==> src/rtl/core/lfsa_pkg.sv <==
// Shared types and constants for the lowest free slot allocator.
// Holds the request and result payloads, status codes and controller commands.
// No dependencies.
`default_nettype none

package lfsa_pkg;

	// Pool geometry: the free map is searched in groups of eight slots.
	localparam int MAX_SLOTS   = 64;
	localparam int SLOT_W      = 6;
	localparam int SIZE_W      = 7;
	localparam int GROUP_W     = 8;
	localparam int NUM_GROUPS  = MAX_SLOTS / GROUP_W;
	localparam int GRP_IDX_W   = 3;
	localparam int GRP_SEL_W   = SLOT_W - GRP_IDX_W;

	// Pool size after reset.
	localparam logic [SIZE_W-1:0] POOL_RESET = SIZE_W'(MAX_SLOTS);

	// Operation codes.
	localparam logic OP_ALLOC   = 1'b0;
	localparam logic OP_RELEASE = 1'b1;

	// Status codes.
	localparam logic [1:0] ST_OK           = 2'd0;
	localparam logic [1:0] ST_EMPTY        = 2'd1;
	localparam logic [1:0] ST_BAD          = 2'd2;
	localparam logic [1:0] ST_ALREADY_FREE = 2'd3;

	// One request item.
	typedef struct packed {
		logic              operation;
		logic [SLOT_W-1:0] slot;
		logic              object_present;
	} in_item_t;

	// One result item.
	typedef struct packed {
		logic [1:0]        status;
		logic [SLOT_W-1:0] granted_slot;
	} out_item_t;

	// Commands from the controller to the datapath.
	typedef struct packed {
		logic capture;
		logic scan;
		logic commit;
	} lfsa_cmd_t;

endpackage

`default_nettype wire

==> src/rtl/core/lfsa_ctrl.sv <==
// Controller state machine of the slot allocator.
// Sequences capture, group scan and commit for each item; uses lfsa_pkg.
`default_nettype none

module lfsa_ctrl (
	input  wire                clk,
	input  wire                arst_n,
	input  wire                start,
	output logic               busy,
	output lfsa_pkg::lfsa_cmd_t cmd
);
	import lfsa_pkg::*;

	localparam logic [1:0] S_IDLE   = 2'd0;
	localparam logic [1:0] S_SCAN   = 2'd1;
	localparam logic [1:0] S_COMMIT = 2'd2;

	logic [1:0] state_q;
	logic [1:0] state_d;

	// Next state: each item passes through a scan state and then a commit state.
	always_comb begin
		state_d = state_q;
		case (state_q)
			S_IDLE: begin
				if (start) state_d = S_SCAN;
			end
			S_SCAN:   state_d = S_COMMIT;
			S_COMMIT: state_d = S_IDLE;
			default:  state_d = S_IDLE;
		endcase
	end

	always_ff @(posedge clk or negedge arst_n) begin
		if (!arst_n) begin
			state_q <= S_IDLE;
		end else begin
			state_q <= state_d;
		end
	end

	// Commands and the busy flag follow directly from the state.
	always_comb begin
		busy        = (state_q != S_IDLE);
		cmd.capture = (state_q == S_IDLE) && start;
		cmd.scan    = (state_q == S_SCAN);
		cmd.commit  = (state_q == S_COMMIT);
	end

endmodule

`default_nettype wire

==> src/rtl/core/lfsa_datapath.sv <==
// Datapath of the slot allocator: free map, pool size, two-level lowest
// free search and result register. Driven by lfsa_ctrl; uses lfsa_pkg.
`default_nettype none

module lfsa_datapath (
	input  wire                 clk,
	input  wire                 arst_n,
	input  lfsa_pkg::lfsa_cmd_t cmd,
	input  lfsa_pkg::in_item_t  request,
	input  wire                 cfg_valid,
	input  wire [6:0]           cfg_data,
	output logic                done,
	output lfsa_pkg::out_item_t result
);
	import lfsa_pkg::*;

	in_item_t               req_q;
	logic [SIZE_W-1:0]      pool_q;
	logic [MAX_SLOTS-1:0]   free_q;
	logic                   done_q;
	out_item_t              result_q;

	logic [SIZE_W-1:0]      size_eff;
	logic [MAX_SLOTS-1:0]   avail;

	logic [NUM_GROUPS-1:0]  grp_hit_s1;
	logic [GRP_IDX_W-1:0]   grp_idx_s1 [NUM_GROUPS];
	logic [NUM_GROUPS-1:0]  grp_hit_d;
	logic [GRP_IDX_W-1:0]   grp_idx_d [NUM_GROUPS];

	logic                   any_hit;
	logic [GRP_SEL_W-1:0]   grp_sel;
	logic [SLOT_W-1:0]      alloc_slot;
	logic                   rel_bad;
	logic                   rel_free;
	out_item_t              result_d;
	logic [MAX_SLOTS-1:0]   free_d;

	// Pool size saturates at the slot count; slots at or above it are never granted.
	always_comb begin
		size_eff = (pool_q > SIZE_W'(MAX_SLOTS)) ? SIZE_W'(MAX_SLOTS) : pool_q;
		for (int i = 0; i < MAX_SLOTS; i++) begin
			avail[i] = free_q[i] && (SIZE_W'(i) < size_eff);
		end
	end

	// First search level: lowest free slot inside each group of eight.
	always_comb begin
		for (int g = 0; g < NUM_GROUPS; g++) begin
			grp_hit_d[g] = |avail[g*GROUP_W +: GROUP_W];
			grp_idx_d[g] = '0;
			for (int b = GROUP_W - 1; b >= 0; b--) begin
				if (avail[g*GROUP_W + b]) grp_idx_d[g] = GRP_IDX_W'(b);
			end
		end
	end

	always_ff @(posedge clk) begin
		if (cmd.scan) begin
			grp_hit_s1 <= grp_hit_d;
			for (int g = 0; g < NUM_GROUPS; g++) begin
				grp_idx_s1[g] <= grp_idx_d[g];
			end
		end
	end

	// Second level: lowest group with a free slot, then the item's outcome.
	always_comb begin
		any_hit = |grp_hit_s1;
		grp_sel = '0;
		for (int g = NUM_GROUPS - 1; g >= 0; g--) begin
			if (grp_hit_s1[g]) grp_sel = GRP_SEL_W'(g);
		end
		alloc_slot = {grp_sel, grp_idx_s1[grp_sel]};

		rel_bad  = !req_q.object_present || ({1'b0, req_q.slot} >= size_eff);
		rel_free = free_q[req_q.slot];

		result_d.status       = ST_OK;
		result_d.granted_slot = '0;
		free_d                = free_q;
		if (req_q.operation == OP_ALLOC) begin
			if (any_hit) begin
				result_d.granted_slot = alloc_slot;
				free_d[alloc_slot]    = 1'b0;
			end else begin
				result_d.status = ST_EMPTY;
			end
		end else begin
			if (rel_bad) begin
				result_d.status = ST_BAD;
			end else if (rel_free) begin
				result_d.status = ST_ALREADY_FREE;
			end else begin
				free_d[req_q.slot] = 1'b1;
			end
		end
	end

	// Request capture and result payload.
	always_ff @(posedge clk) begin
		if (cmd.capture) req_q <= request;
		if (cmd.commit)  result_q <= result_d;
	end

	// Control state: free map, pool size and the result strobe.
	always_ff @(posedge clk or negedge arst_n) begin
		if (!arst_n) begin
			free_q <= '1;
			pool_q <= POOL_RESET;
			done_q <= 1'b0;
		end else begin
			done_q <= cmd.commit;
			if (cmd.commit) free_q <= free_d;
			if (cfg_valid)  pool_q <= cfg_data;
		end
	end

	assign done   = done_q;
	assign result = result_q;

endmodule

`default_nettype wire

==> src/rtl/core/lowest_free_slot_allocator_core.sv <==
// Top level of the lowest free slot allocator.
// Joins lfsa_ctrl and lfsa_datapath; uses lfsa_pkg.
//
//   channel   signals                      transfer
//   request   start, busy, request         start high while busy low
//   result    done, result                 done high for one cycle
//   config    cfg_valid, cfg_ready, data   cfg_valid and cfg_ready high
//
// An item is accepted at the edge that ends its start cycle; its result reaches
// the ports after the scan state, the commit state and the result register.
// busy is low again during the result cycle; the block takes no new item while
// busy, so it finishes each item before it accepts the next.
// After reset every slot is free and the pool size is 64.
// The receiver cannot stall; the config channel is always ready.
`default_nettype none

module lowest_free_slot_allocator_core (
	input  wire                 clk,
	input  wire                 arst_n,
	input  wire                 start,
	output logic                busy,
	input  lfsa_pkg::in_item_t  request,
	output logic                done,
	output lfsa_pkg::out_item_t result,
	input  wire                 cfg_valid,
	output logic                cfg_ready,
	input  wire [6:0]           cfg_data
);
	import lfsa_pkg::*;

	lfsa_cmd_t cmd;

	// Sequencing of each item.
	lfsa_ctrl u_ctrl (
		.clk    (clk),
		.arst_n (arst_n),
		.start  (start),
		.busy   (busy),
		.cmd    (cmd)
	);

	// Free map, search and result register.
	lfsa_datapath u_datapath (
		.clk       (clk),
		.arst_n    (arst_n),
		.cmd       (cmd),
		.request   (request),
		.cfg_valid (cfg_valid),
		.cfg_data  (cfg_data),
		.done      (done),
		.result    (result)
	);

	assign cfg_ready = 1'b1;

endmodule

`default_nettype wire

==> config.mk <==
export PLATFORM = sky130hd
export DESIGN_NAME = lowest_free_slot_allocator_core
export DESIGN_NICKNAME = d
export VERILOG_FILES = /design/src/rtl/core/lfsa_pkg.sv /design/src/rtl/core/lfsa_ctrl.sv /design/src/rtl/core/lfsa_datapath.sv /design/src/rtl/core/lowest_free_slot_allocator_core.sv
export SDC_FILE = /design/constraint.sdc
export NUM_CORES = 1
export LEC_CHECK = 0
export ABC_CLOCK_PERIOD_IN_PS = 6690
export BUFFER_PORTS_ARGS = -buffer_cell sky130_fd_sc_hd__buf_4
export CAP_MARGIN = 0
export CELL_PAD_IN_SITES_DETAIL_PLACEMENT = 0
export CELL_PAD_IN_SITES_GLOBAL_PLACEMENT = 1
export CORE_MARGIN = 2
export CORE_UTILIZATION = 53
export DETAILED_ROUTE_END_ITERATION = 16
export GPL_TIMING_DRIVEN = 0
export PLACE_DENSITY = 0.88
export SLEW_MARGIN = 30
export SYNTH_ARGS = -nofsm -noshare
export SYNTH_HDL_FRONTEND = slang
export SYNTH_SLANG_ARGS = --single-unit
==> constraint.sdc <==
create_clock -name clk -period 6.69 [get_ports clk]
set_input_delay 1.0035 -clock clk [delete_from_list [all_inputs] [get_ports clk]]
set_output_delay 1.0035 -clock clk [all_outputs]
set_load 0.02 [all_outputs]
==> reports/qor.log, run 1 <==
qor: worst_setup_path.launching_element_type_of_the_critical_path flip-flop
qor: hold_path.holdCritPathClass reg2reg
qor: routing.remaining_drc_errors 0
qor: finish.areaGrowthSynthToFinish 14.9%
qor: floorplanning.area_enclosed_by_the_die_boundary 0.0150 mm2
qor: sta.setup_slack 2370 ps
qor: logic_synthesis.synth_flop_cell dfstp_2
qor: worst_setup_path.worst_path_most_repeated_cell clkbuf_1
qor: logic_synthesis.synth.ff_latch_count 122
qor: sta.totalNegativeSetupSlack 0 ps
qor: logic_synthesis.synth_enable_flop_cells 48
qor: power.power_switching_share 31.7%
qor: worst_setup_path.end_kind flip-flop
qor: power.seq_power_share 38.2%
qor: sta.rsz0062_at_grt no
qor: worst_setup_path.worst_ep_required_time 7030 ps
qor: placement.gp_routability_congestion 1.01
qor: finish.drive_above_1_share 23.1%
qor: floorplanning.die_height 123 um
qor: worst_setup_path.critPathBufInv 4
qor: routing.routed_wire_length_per_instance 27.1 um
qor: floorplanning.core_area 0.0138 mm2
qor: placement.dp_hpwl 20000 um
qor: sta.maxSlewHeadroom 30.2%
qor: clocking.max-clock-path-buffers 2
qor: worst_setup_path.timing.critical_path.slowest_stage_cell nor4_2
qor: power.power.net_switching 0.757 mW
qor: logic_synthesis.syn_inst 774
qor: floorplanning.dieWidth 123 um
qor: outcome.run_status finished clean
qor: power.clock_power_share 40.9%
qor: power.combinationalPowerShare 20.8%
qor: finish.finish.utilization 61.9%
qor: global_routing.globalRouteOverflowTotal 0
qor: sta.finalClockSkew 11.3 ps
qor: finish.layout.cells.most_common_list a31oi_1, dfstp_2, o21ai_0
qor: worst_setup_path.maximum_fanout_along_the_worst_path 10
qor: power.power.leakage 3.15 nW
qor: logic_synthesis.postSynthAreaPerCell 9.63 um2
qor: sta.layout_worst_path_cycle_share 64.6%
qor: floorplanning.boundaryPins 30
qor: worst_setup_path.max_stage_delay 560 ps
qor: worst_setup_path.worstPathCellList clkbuf_1, clkbuf_1, clkbuf_1, nand2b_1, ha_1, a21oi_1, o221ai_1, a21oi_1, nand4_1, nor4_2, buf_2, a31oi_1, a31oi_1
qor: finish.final_common_cell a31oi_1
qor: sta.report.final.hold_viol_count 0
qor: power.power.ir.vdd_worst 0.181 mV
qor: sta.worst_pin_slew 1040 ps
qor: floorplanning.floorplan.rows 43
qor: routing.via_per_inst 7.05
qor: sta.period_needed 4320 ps
qor: logic_synthesis.synthesis.yosys.warnings 0
qor: global_routing.grt_pass1_wl 41000 um
qor: sta.final-setup-viol-count 0
qor: clocking.clk_root_buffer_cell clkbuf_16
qor: sta.final-max-slew-violation-count 0
qor: logic_synthesis.seq_area_frac_synth 45.3%
qor: routing.num_vias 7153
qor: clocking.cts.sinks 122
qor: power.p_per_area 279 mW/mm2
qor: clocking.cts.hold.buffers_added 0
qor: worst_setup_path.criticalPathCategory reg2reg
qor: finish.nets 847
qor: placement.pre_cts_ws 2470 ps
qor: power.internal_power 1.63 mW
qor: sta.fmax 0.231 GHz
qor: routing.ant_nets 0
qor: global_routing.pin_count_of_the_biggest_net_entering_global_routing 75
qor: logic_synthesis.synthDistinctLibCells 67
qor: clocking.tritoncts yes
qor: logic_synthesis.mappedNetlistArea 0.00745 mm2
qor: global_routing.via_count_of_the_first_global_routing_pass 6725
qor: global_routing.gr-usage-all-layers 38.1%
qor: clocking.ctsHtreeMaxLevel 4
qor: routing.drt_wl_total 27500 um
qor: finish.antenna_cells_inserted 0
qor: finish.n_fill_cell 1207
qor: clocking.post_cts.resized_instances 0
qor: worst_setup_path.cpLargestDelayFamily buffers and inverters
qor: clocking.postCtsSetupRepairBufs 0
qor: run.maxCapViolCount 0
qor: worst_setup_path.cp_data_arrival_time 4670 ps
qor: clocking.total_clock_buffers_created_by_cts 17
qor: global_routing.number_of_antenna_violations_at_the_first_check_in_global_routing 0
qor: clocking.clock_transition_time_at_the_flip_flop_clock_pins_of_the_worst_setup_and_hold_paths 60 ps
qor: logic_synthesis.net_count_of_the_mapped_netlist 799
qor: routing.drt_pass1_iterations 6
qor: floorplanning.initial_core_util 53.9%
qor: clocking.clock_insertion_delay_worst_skew 430 ps
qor: placement.portBuffers 27
qor: routing.drt-initial-drc-count 1037
qor: logic_synthesis.synth_async_sr_flop_share 60.7%
-- per-stage QoR --
| step | total power [mW] | hold slack [ps] | area (um2) | cells |
|---|---|---|---|---|
| detailed placement | 1.40 | 490 | 7930 | 982 |
| global placement | 1.39 | 448 | 7880 | 981 |
| global route | 2.47 | 534 | 8560 | 1015 |
| CTS | 2.37 | 506 | 8550 | 1014 |
| floorplan | 1.21 | 432 | 7450 | 774 |
| finish | 2.39 | 515 | 8560 | 1015 |
-- logic make-up (layout without fill, tap and decap cells) --
logic type / count (synthesis) / in the layout / synth area share, %
DFF: 122 / 122 / 45.3
and+or+nand+nor: 218 / 218 / 15.3
buffers and inverters: 86 / 147 / 5.67
muxes: 32 / 32 / 6.04
AOI/OAI and AO/OA: 309 / 309 / 26.7
adders and majority gates: 6 / 6 / 1.01
other: 1 / 1 / 0.0503
-- synthesized netlist by cell type, types with 10 or more instances --
cell type	instances	area share, %
a21oi_1	54	3.6
a31oi_1	99	8.3
a41oi_1	32	3.8
buf_2	10	0.67
clkbuf_1	41	2.1
dfstp_2	65	23
edfxtp_1	48	19
inv_1	20	1.0
mux2_2	11	1.7
nand2_1	46	2.3
nand3_1	15	1.0
nor2_1	59	3.0
nor2b_1	23	1.9
nor3_1	12	0.81
nor4_1	11	0.92
o21ai_0	60	4.0
-- metal layers --
| metal | global-route usage (%) | part of all wire (%) |
|---|---|---|
| met1 | 51.0 | 40 |
| met2 | 56.2 | 43 |
| met3 | 9.90 | 11 |
| met4 | 21.3 | 5.7 |
| met5 | 0 | 0 |
-- worst register-to-register path, delay by kind of cell, from the launching register on --
family	cells	cell delay, ps
AO/OA/AOI/OAI	5	970
adder cells (fa/ha/maj)	1	250
AND/OR/NAND/NOR	3	920
flip-flops	1	550
buffers and inverters	4	1560
-- power groups by stage --
stage,clock network (mW),registers [mW],logic (mW)
3_3_place_gp,0,0.922,0.464
2_1_floorplan,0,0.904,0.302
5_1_grt,1.02,0.917,0.529
6_report,0.979,0.914,0.498
3_5_place_dp,0,0.922,0.480
4_1_cts,0.982,0.910,0.483
-- state kept, by name (all words and copies together), names as in the netlist --
| signal | flops |
|---|---|
| u_datapath.result | 8 |
| u_datapath.pool_q | 7 |
| u_datapath.grp_hit_s1 | 8 |
| u_datapath.done | 1 |
| u_datapath.req_q | 8 |
| u_datapath.free_q | 64 |
| u_datapath.grp_idx_s1 | 24 |
| u_ctrl.state_q | 2 |
-- area by class of cell --
cell class / count / area, um2 / share of cell area (%)
multi-input cells: 566 / 3670 / 42.9
flip-flops and latches: 122 / 3370 / 39.4
clock buffers: 19 / 464 / 5.42
plain buffers: 65 / 344 / 4.02
repair buffers: 29 / 241 / 2.82
well taps: 180 / 225 / 2.63
clock inverters: 13 / 163 / 1.90
inverters: 21 / 78.8 / 0.920
-- final timing paths --
check	start	to	slack (ps)	cells after the start
setup / recovery	u_datapath.pool_q[6]$_DFFE_PN1P_	u_datapath.free_q[25]$_DFFE_PN1P_	2370	13
hold / removal	u_ctrl.state_q[1]$_DFFE_PN0P_	u_ctrl.state_q[1]$_DFFE_PN0P_	510	1
setup reg to reg	u_datapath.pool_q[6]$_DFFE_PN1P_	u_datapath.free_q[25]$_DFFE_PN1P_	2370	13
hold reg to reg	u_ctrl.state_q[1]$_DFFE_PN0P_	u_ctrl.state_q[1]$_DFFE_PN0P_	510	1
max in group asynchronous	arst_n	u_datapath.done$_DFF_PN0_	5600	1
min in group asynchronous	arst_n	u_datapath.pool_q[1]$_DFFE_PN0P_	620	1
(Power assumes the default switching activity.)
==> run 2: changes to the inputs <==
ABC_AREA = 1   (was not set)
ABC_CLOCK_PERIOD_IN_PS = 4400   (was 6690)
CORE_UTILIZATION = 46   (was 53)
PLACE_DENSITY = 0.82   (was 0.88)
clock period = 4.4 ns   (was 6.69 ns; I/O delays follow)
==> run 2 against run 1 <==
Against the previous run: flip-flop and latch count is the same; clock skew shrank 1.3 ps; die area grew 26%; non-clock buffer count shrank 22; combinational power grew to 2.5 times the previous value; clock power grew 55%; count of clock-buffer cells in the layout is the same; synthesized cell count grew 50%; critical path type unchanged.
==> reports/qor.log, run 2 <==
qor: finish.drive_above_1_share 16.6% [was 23.1%]
qor: routing.num_vias 8164 [was 7153]
qor: clocking.clk_root_buffer_cell clkbuf_16 [unchanged]
qor: logic_synthesis.synth_async_sr_flop_share 60.7% [unchanged]
qor: worst_setup_path.critical_path.reg2reg.startpoint u_datapath.pool_q[5]$_DFFE_PN0P_ [was u_datapath.pool_q[6]$_DFFE_PN1P_]
qor: logic_synthesis.synth_enable_flop_cells 48 [unchanged]
qor: sta.totalNegativeSetupSlack 0 ps [unchanged]
qor: logic_synthesis.mappedNetlistArea 0.00823 mm2 [was 0.00745 mm2]
qor: logic_synthesis.synth.largest_area_cell dfstp_2 [unchanged]
qor: worst_setup_path.rr_endpoint u_datapath.free_q[6]$_DFFE_PN1P_ [was u_datapath.free_q[25]$_DFFE_PN1P_]
qor: logic_synthesis.multiplexer_area_fraction_after_synthesis 0.274% [was 6.04%]
qor: sta.layout_worst_path_cycle_share 87.7% [was 64.6%]
qor: sta.period_needed 3860 ps [was 4320 ps]
qor: logic_synthesis.largest_family_of_logic_cells_by_synthesized_area simple AND/OR/NAND/NOR gates [was compound AO/OA/AOI/OAI gates]
qor: global_routing.globalRouteOverflowTotal 0 [unchanged]
qor: logic_synthesis.post_synth_fa_ha_maj_area_fraction 0.912% [was 1.01%]
qor: clocking.clock_insertion_delay_worst_skew 430 ps [about the same]
qor: logic_synthesis.postSynthAreaPerCell 7.09 um2 [was 9.63 um2]
qor: run.maxCapViolCount 0 [unchanged]
qor: outcome.run_status finished clean [unchanged]
qor: global_routing.gr-usage-all-layers 34.3% [was 38.1%]
qor: logic_synthesis.post_synth_most_frequent_cells nand2_1, inv_1, nor2_1 [was a31oi_1, dfstp_2, o21ai_0]
qor: logic_synthesis.netlist.area_leader.share 20.8% [was 22.9%]
qor: clocking.ctsHtreeMaxLevel 4 [unchanged]
qor: floorplanning.dieWidth 138 um [was 123 um]
qor: routing.routed_wire_length_per_instance 21.3 um [was 27.1 um]
qor: sta.finalClockSkew 10.0 ps [was 11.3 ps]
qor: placement.gp_routability_congestion 1.00 [was 1.01]
qor: clocking.tritoncts yes [unchanged]
qor: logic_synthesis.synth.ff_latch_count 122 [unchanged]
qor: sta.maxSlewHeadroom 40.2% [was 30.2%]
qor: worst_setup_path.maximum_fanout_along_the_worst_path 10 [unchanged]
qor: finish.layout.cells.most_common_list nand2_1, inv_1, nor2_1 [was a31oi_1, dfstp_2, o21ai_0]
qor: logic_synthesis.syn_inst 1161 [was 774]
qor: clocking.max-clock-path-buffers 2 [unchanged]
qor: worst_setup_path.worst_ep_required_time 4770 ps [was 7030 ps]
qor: worst_setup_path.r2r_slack 540 ps [was 2370 ps]
qor: routing.remaining_drc_errors 0 [unchanged]
qor: sta.fmax 0.259 GHz [was 0.231 GHz]
qor: worst_setup_path.end_kind flip-flop [unchanged]
qor: finish.max_flop_register u_datapath.free_q [unchanged]
qor: global_routing.grt_util_met1 48.4% [was 51.0%]
qor: worst_setup_path.criticalPathCategory reg2reg [unchanged]
qor: worst_setup_path.launching_element_type_of_the_critical_path flip-flop [unchanged]
qor: worst_setup_path.cp_data_arrival_time 4230 ps [was 4670 ps]
qor: routing.via_per_inst 5.63 [was 7.05]
qor: power.power.ir.vdd_worst 0.270 mV [was 0.181 mV]
qor: global_routing.routing_layer_with_the_top_usage_in_global_route met2 [unchanged]
qor: clocking.postCtsSetupRepairBufs 0 [unchanged]
qor: sta.report.final.hold_viol_count 0 [unchanged]
qor: logic_synthesis.post_synth_main_area_contributors dfstp_2, nand2_1, edfxtp_1 [was dfstp_2, edfxtp_1, a31oi_1]
qor: finish.final_design_area_no_fill 0.00945 mm2 [was 0.00856 mm2]
qor: worst_setup_path.worstRegToRegCells 18 [was 13]
qor: global_routing.via_count_of_the_first_global_routing_pass 7422 [was 6725]
qor: finish.largest_register_ff_count 64 [unchanged]
qor: finish.final_common_cell nand2_1 [was a31oi_1]
qor: clocking.clock_transition_time_at_the_flip_flop_clock_pins_of_the_worst_setup_and_hold_paths 60 ps [about the same]
qor: logic_synthesis.synthesis.yosys.warnings 0 [unchanged]
qor: logic_synthesis.synth-compound-area-share 12.7% [was 26.7%]
qor: power.p_per_area 466 mW/mm2 [was 279 mW/mm2]
qor: sta.rsz0062_at_grt no [unchanged]
qor: floorplanning.boundaryPins 30 [unchanged]
qor: global_routing.pin_count_of_the_biggest_net_entering_global_routing 43 [was 75]
qor: clocking.post_cts.resized_instances 0 [unchanged]
qor: hold_path.holdCritPathClass in2async [was reg2reg]
qor: clocking.cts.hold.buffers_added 0 [unchanged]
qor: finish.areaGrowthSynthToFinish 14.9% [about the same]
qor: finish.antenna_cells_inserted 0 [unchanged]
qor: sta.final-setup-viol-count 0 [unchanged]
qor: global_routing.use_met2 51.1% [was 56.2%]
qor: placement.dp_hpwl 24100 um [was 20000 um]
qor: routing.drt_pass1_iterations 7 [was 6]
qor: finish.layout_top_registers u_datapath.free_q x64, u_datapath.grp_idx_s1 x24 [unchanged]
qor: logic_synthesis.synth_simple_gate_area_share 36.3% [was 15.3%]
qor: routing.ant_nets 0 [unchanged]
qor: floorplanning.area_enclosed_by_the_die_boundary 0.0190 mm2 [was 0.0150 mm2]
qor: floorplanning.floorplan.rows 48 [was 43]
qor: routing.drt-initial-drc-count 800 [was 1037]
qor: global_routing.grtUsageMet3 7.28% [was 9.90%]
qor: sta.final-max-slew-violation-count 0 [unchanged]
qor: finish.nets 1236 [was 847]
qor: clocking.total_clock_buffers_created_by_cts 17 [unchanged]
qor: sta.worst_pin_slew 892 ps [was 1040 ps]
qor: global_routing.grt_pass1_wl 46400 um [was 41000 um]
qor: logic_synthesis.synth_most_common_cell nand2_1 [was a31oi_1]
qor: logic_synthesis.synthDistinctLibCells 41 [was 67]
qor: logic_synthesis.synth_flop_cell dfstp_2 [unchanged]
qor: global_routing.number_of_antenna_violations_at_the_first_check_in_global_routing 0 [unchanged]
qor: logic_synthesis.net_count_of_the_mapped_netlist 1186 [was 799]
qor: placement.area_post_placement 0.00881 mm2 [was 0.00793 mm2]
qor: routing.drt_wl_total 30900 um [was 27500 um]
qor: floorplanning.core_area 0.0174 mm2 [was 0.0138 mm2]
qor: power.power.leakage 4.09 nW [was 3.15 nW]
qor: floorplanning.initial_core_util 47.2% [was 53.9%]
qor: placement.portBuffers 28 [was 27]
qor: finish.n_fill_cell 1753 [was 1207]
qor: logic_synthesis.seq_area_frac_synth 41.0% [was 45.3%]
qor: clocking.cts.sinks 122 [unchanged]
qor: floorplanning.die_height 138 um [was 123 um]
qor: logic_synthesis.synthXorXnorAreaFrac 0% [unchanged]
run 2: worst max path at each step:
stage	slack, ps	cells after the start	to	from
2_1_floorplan	1590	19	u_datapath.free_q[39]$_DFFE_PN1P_	u_datapath.pool_q[5]$_DFFE_PN0P_
5_1_grt	330	19	u_datapath.free_q[28]$_DFFE_PN1P_	u_datapath.pool_q[5]$_DFFE_PN0P_
4_1_cts	640	18	u_datapath.free_q[6]$_DFFE_PN1P_	u_datapath.pool_q[5]$_DFFE_PN0P_
3_5_place_dp	660	18	u_datapath.free_q[6]$_DFFE_PN1P_	u_datapath.pool_q[5]$_DFFE_PN0P_
6_report	540	18	u_datapath.free_q[6]$_DFFE_PN1P_	u_datapath.pool_q[5]$_DFFE_PN0P_
3_3_place_gp	580	18	u_datapath.free_q[6]$_DFFE_PN1P_	u_datapath.pool_q[5]$_DFFE_PN0P_
run 2: per-stage QoR:
step | util [%] | power (mW) | setup slack, ps | hold slack, ps | instances
final | 54.3 | 4.40 | 543 | 200 | 1449
after CTS | 54.2 | 4.38 | 636 | 208 | 1449
after detailed placement | 50.6 | 2.87 | 657 | 452 | 1417
after floorplan | - | 2.37 | 1590 | 364 | 1161
after global routing | 54.3 | 4.60 | 331 | 228 | 1449
after global placement | 50.1 | 2.85 | 585 | 436 | 1414
run 2: final cells by class:
| class | count | area [um2] | area share (%) |
|---|---|---|---|
| Multi-Input combinational cell | 871 | 4170 | 44.2 |
| Sequential cell | 122 | 3370 | 35.7 |
| Inverter | 127 | 482 | 5.10 |
| Clock buffer | 19 | 464 | 4.91 |
| Tap cell | 225 | 282 | 2.98 |
| Timing Repair Buffer | 31 | 270 | 2.86 |
| Buffer | 41 | 239 | 2.53 |
| Clock inverter | 13 | 165 | 1.75 |
run 2: logic make-up (layout without fill, tap and decap cells):
logic type | after synthesis | after routing
AO/OA/AOI/OAI | 172 | 172
other | 1 | 1
buffers and inverters | 168 | 231
adder cells (fa/ha/maj) | 6 | 6
AND/OR/NAND/NOR | 690 | 690
flip-flops | 122 | 122
multiplexers | 2 | 2
run 2: report_power, final:
part,internal [mW],switching (mW)
registers,1.45,0.183
clock network,0.942,0.573
logic,0.349,0.902
run 2: layer usage:
layer,vias up,wire [um]
met4,0,1180
met2,381,13300
met5,-,0
met3,78,2810
li1,3924,-
met1,3781,13600
run 2: critical path, cell delays in order (launching register included):
cell and delay, ps:
dfrtp_1 350, clkbuf_2 170, inv_1 140, nand4_1 120, nand2_1 120, inv_1 50
nor2_1 330, inv_1 290, ha_1 380, a21oi_1 140, o21ai_0 100, nand4_1 90
nand3_1 150, o21ai_1 240, nand2_1 130, a21oi_2 370, buf_2 320, nand3_1 150
o21a_1 150
==> run 3: changes to the inputs <==
REMOVE_ABC_BUFFERS = 1   (was not set)
==> run 3 against run 2 <==
Against the previous run: clock skew up 0.96 ps; utilization down 0.68 points; maximum frequency down 6.8%.
==> reports/qor.log, run 3 (same netlist as run 2, synthesis figures left out) <==
qor: sta.maxSlewHeadroom 31.9% [was 40.2%]
qor: clocking.cts.sinks 122 [unchanged]
qor: floorplanning.area_enclosed_by_the_die_boundary 0.0190 mm2 [unchanged]
qor: finish.final_common_cell nand2_1 [unchanged]
qor: worst_setup_path.worst_path_most_repeated_cell nand2_1 [was inv_1]
qor: clocking.cts.hold.buffers_added 0 [unchanged]
qor: finish.areaGrowthSynthToFinish 13.4% [was 14.9%]
qor: routing.via_per_inst 5.66 [was 5.63]
qor: power.power.ir.vdd_worst 0.304 mV [was 0.270 mV]
qor: finish.layout.cells.most_common_list nand2_1, inv_1, nor2_1 [unchanged]
qor: sta.fmax 0.242 GHz [was 0.259 GHz]
qor: placement.dp_cells 1384 [was 1417]
qor: power.p_per_area 467 mW/mm2 [was 466 mW/mm2]
qor: worst_setup_path.timing.critical_path.slowest_stage_cell a21oi_4 [was ha_1]
qor: power.power 4.36 mW [was 4.40 mW]
qor: routing.num_vias 8018 [was 8164]
qor: worst_setup_path.max_stage_delay 540 ps [was 380 ps]
qor: finish.antenna_cells_inserted 0 [unchanged]
qor: worst_setup_path.end_kind flip-flop [unchanged]
qor: clocking.clk_root_buffer_cell clkbuf_16 [unchanged]
qor: finish.nets 1204 [was 1236]
qor: global_routing.pin_count_of_the_biggest_net_entering_global_routing 75 [was 43]
qor: placement.gp_routability_congestion 0.940 [was 1.00]
qor: worst_setup_path.criticalPathCategory reg2reg [unchanged]
qor: global_routing.number_of_antenna_violations_at_the_first_check_in_global_routing 1 [was 0]
qor: finish.post_layout_nonfiller_instances 1417 [was 1449]
qor: finish.n_fill_cell 1699 [was 1753]
qor: global_routing.via_count_of_the_first_global_routing_pass 7175 [was 7422]
qor: worst_setup_path.launching_element_type_of_the_critical_path flip-flop [unchanged]
qor: clocking.ctsHtreeMaxLevel 4 [unchanged]
qor: hold_path.holdCritPathClass in2async [unchanged]
qor: outcome.run_status finished clean [unchanged]
qor: global_routing.grt_pass1_wl 44200 um [was 46400 um]
qor: sta.totalNegativeSetupSlack 0 ps [unchanged]
qor: placement.portBuffers 28 [unchanged]
qor: sta.period_needed 4140 ps [was 3860 ps]
qor: clocking.total_clock_buffers_created_by_cts 17 [unchanged]
qor: finish.max_flop_register u_datapath.free_q [unchanged]
qor: sta.report.final.hold_viol_count 0 [unchanged]
qor: clocking.tritoncts yes [unchanged]
qor: routing.drt_wl_total 29600 um [was 30900 um]
qor: routing.drt_pass1_iterations 6 [was 7]
qor: run.maxCapViolCount 0 [unchanged]
qor: sta.final-setup-viol-count 0 [unchanged]
qor: sta.final-max-slew-violation-count 0 [unchanged]
qor: sta.worst_pin_slew 1020 ps [was 892 ps]
qor: sta.hold-worst-slack 298 ps [was 200 ps]
qor: finish.largest_register_ff_count 64 [unchanged]
qor: global_routing.globalRouteOverflowTotal 0 [unchanged]
qor: finish.drive_above_1_share 15.4% [was 16.6%]
qor: floorplanning.core_area 0.0174 mm2 [unchanged]
qor: routing.remaining_drc_errors 0 [unchanged]
qor: floorplanning.dieWidth 138 um [unchanged]
qor: clocking.clock_insertion_delay_worst_skew 430 ps [about the same]
qor: worst_setup_path.worstRegToRegCells 19 [was 18]
qor: floorplanning.floorplan.rows 48 [unchanged]
qor: sta.rsz0062_at_grt no [unchanged]
qor: floorplanning.initial_core_util 47.2% [unchanged]
qor: floorplanning.die_height 138 um [unchanged]
qor: sta.finalClockSkew 11.0 ps [was 10.0 ps]
qor: placement.dp_hpwl 20700 um [was 24100 um]
qor: clocking.max-clock-path-buffers 2 [unchanged]
qor: finish.finish.utilization 53.6% [was 54.3%]
qor: finish.layout_top_registers u_datapath.free_q x64, u_datapath.grp_idx_s1 x24 [unchanged]
qor: routing.routed_wire_length_per_instance 20.9 um [was 21.3 um]
qor: routing.ant_nets 0 [unchanged]
qor: worst_setup_path.worstPathCellList inv_1, nand4_1, nand2_1, inv_1, nor2_2, inv_1, ha_1, a21oi_1, o21ai_0, nand4_1, nand3_1, o21ai_1, nand2_1, a21oi_4, buf_16, buf_16, nand3_1, nand2_1, nand2_1 [was clkbuf_2, inv_1, nand4_1, nand2_1, inv_1, nor2_1, inv_1, ha_1, a21oi_1, o21ai_0, nand4_1, nand3_1, o21ai_1, nand2_1, a21oi_2, buf_2, nand3_1, o21a_1]
qor: worst_setup_path.maximum_fanout_along_the_worst_path 26 [was 10]
qor: routing.drt-initial-drc-count 779 [was 800]
qor: global_routing.gr-usage-all-layers 32.3% [was 34.3%]
qor: clocking.clock_transition_time_at_the_flip_flop_clock_pins_of_the_worst_setup_and_hold_paths 60 ps [about the same]
qor: worst_setup_path.cp_data_arrival_time 4490 ps [was 4230 ps]
qor: sta.layout_worst_path_cycle_share 94.0% [was 87.7%]
qor: worst_setup_path.worst_ep_required_time 4750 ps [was 4770 ps]
qor: power.power.leakage 3.99 nW [was 4.09 nW]
qor: floorplanning.boundaryPins 30 [unchanged]
-- run 3: cell types whose count changed in the layout (fill, tap and decap cells not counted), moves of 2 or more --
cell / previous run / this run
buf_2: 19 / 2
buf_4: 32 / 29
buf_6: 6 / 4
clkbuf_1: 11 / 1
clkbuf_2: 2 / 0
clkinv_4: 5 / 2
clkinvlp_4: 1 / 3
inv_6: 1 / 3
-- run 3: final cells by class --
type                    count  area, um2  share of cell area (%)
clock buffers              20        457                    4.89
clock inverters            12        161                    1.73
inverters                 127        482                    5.16
multi-input cells         872       4210                    45.1
flip-flops and latches    122       3370                    36.2
well taps                 225        282                    3.02
repair buffers             39        370                    3.97
-- run 3: timing repair --
action                     4_1_cts  5_1_grt
setup endpoints to repair        0       24
buffers inserted                 0        0
gates resized for setup          0        2
-- run 3: power breakdown --
| part | switching (mW) | total (mW) | internal [mW] |
|---|---|---|---|
| combinational | 0.915 | 1.25 | 0.337 |
| sequential | 0.157 | 1.61 | 1.45 |
| clock | 0.570 | 1.50 | 0.927 |
-- run 3: metrics by stage --
stage | setup slack (ps) | instance area, um2
after floorplan | 459 | 7990
final | 263 | 9330
after global placement | -2130 | 8480
after global routing | 79.5 | 9330
after CTS | 297 | 9310
after detailed placement | 313 | 8690
-- run 3: final timing paths --
| path | startpoint | end | slack [ps] |
|---|---|---|---|
| worst min register to register | u_datapath.free_q[62]$_DFFE_PN1P_ | u_datapath.free_q[62]$_DFFE_PN1P_ | 470 |
| worst min-delay path | arst_n | u_datapath.pool_q[1]$_DFFE_PN0P_ | 300 |
| worst max register to register | u_datapath.pool_q[2]$_DFFE_PN0P_ | u_datapath.free_q[50]$_DFFE_PN1P_ | 260 |
| min in group clk | request[5] | u_datapath.req_q[5]$_DFFE_PP_ | 400 |
| max in group asynchronous | arst_n | u_ctrl.state_q[0]$_DFFE_PN0P_ | 3630 |
| worst max-delay path | u_datapath.pool_q[2]$_DFFE_PN0P_ | u_datapath.free_q[50]$_DFFE_PN1P_ | 260 |
-- run 3: critical path, delay by kind of cell (launching register included) --
kind / cells / cell delay, ps
buffers and inverters: 5 / 880
and+or+nand+nor: 9 / 1240
DFF: 1 / 490
AOI/OAI and AO/OA: 4 / 1040
adders and majority gates: 1 / 380
-- run 3: layer usage --
layer / vias up / global-route usage [%] / part of all wire, %
met5: - / 0 / 0
met2: 349 / 49.8 / 45
li1: 3849 / - / -
met3: 50 / 6.22 / 9.0
met1: 3770 / 45.4 / 44
met4: 0 / 10.9 / 2.4
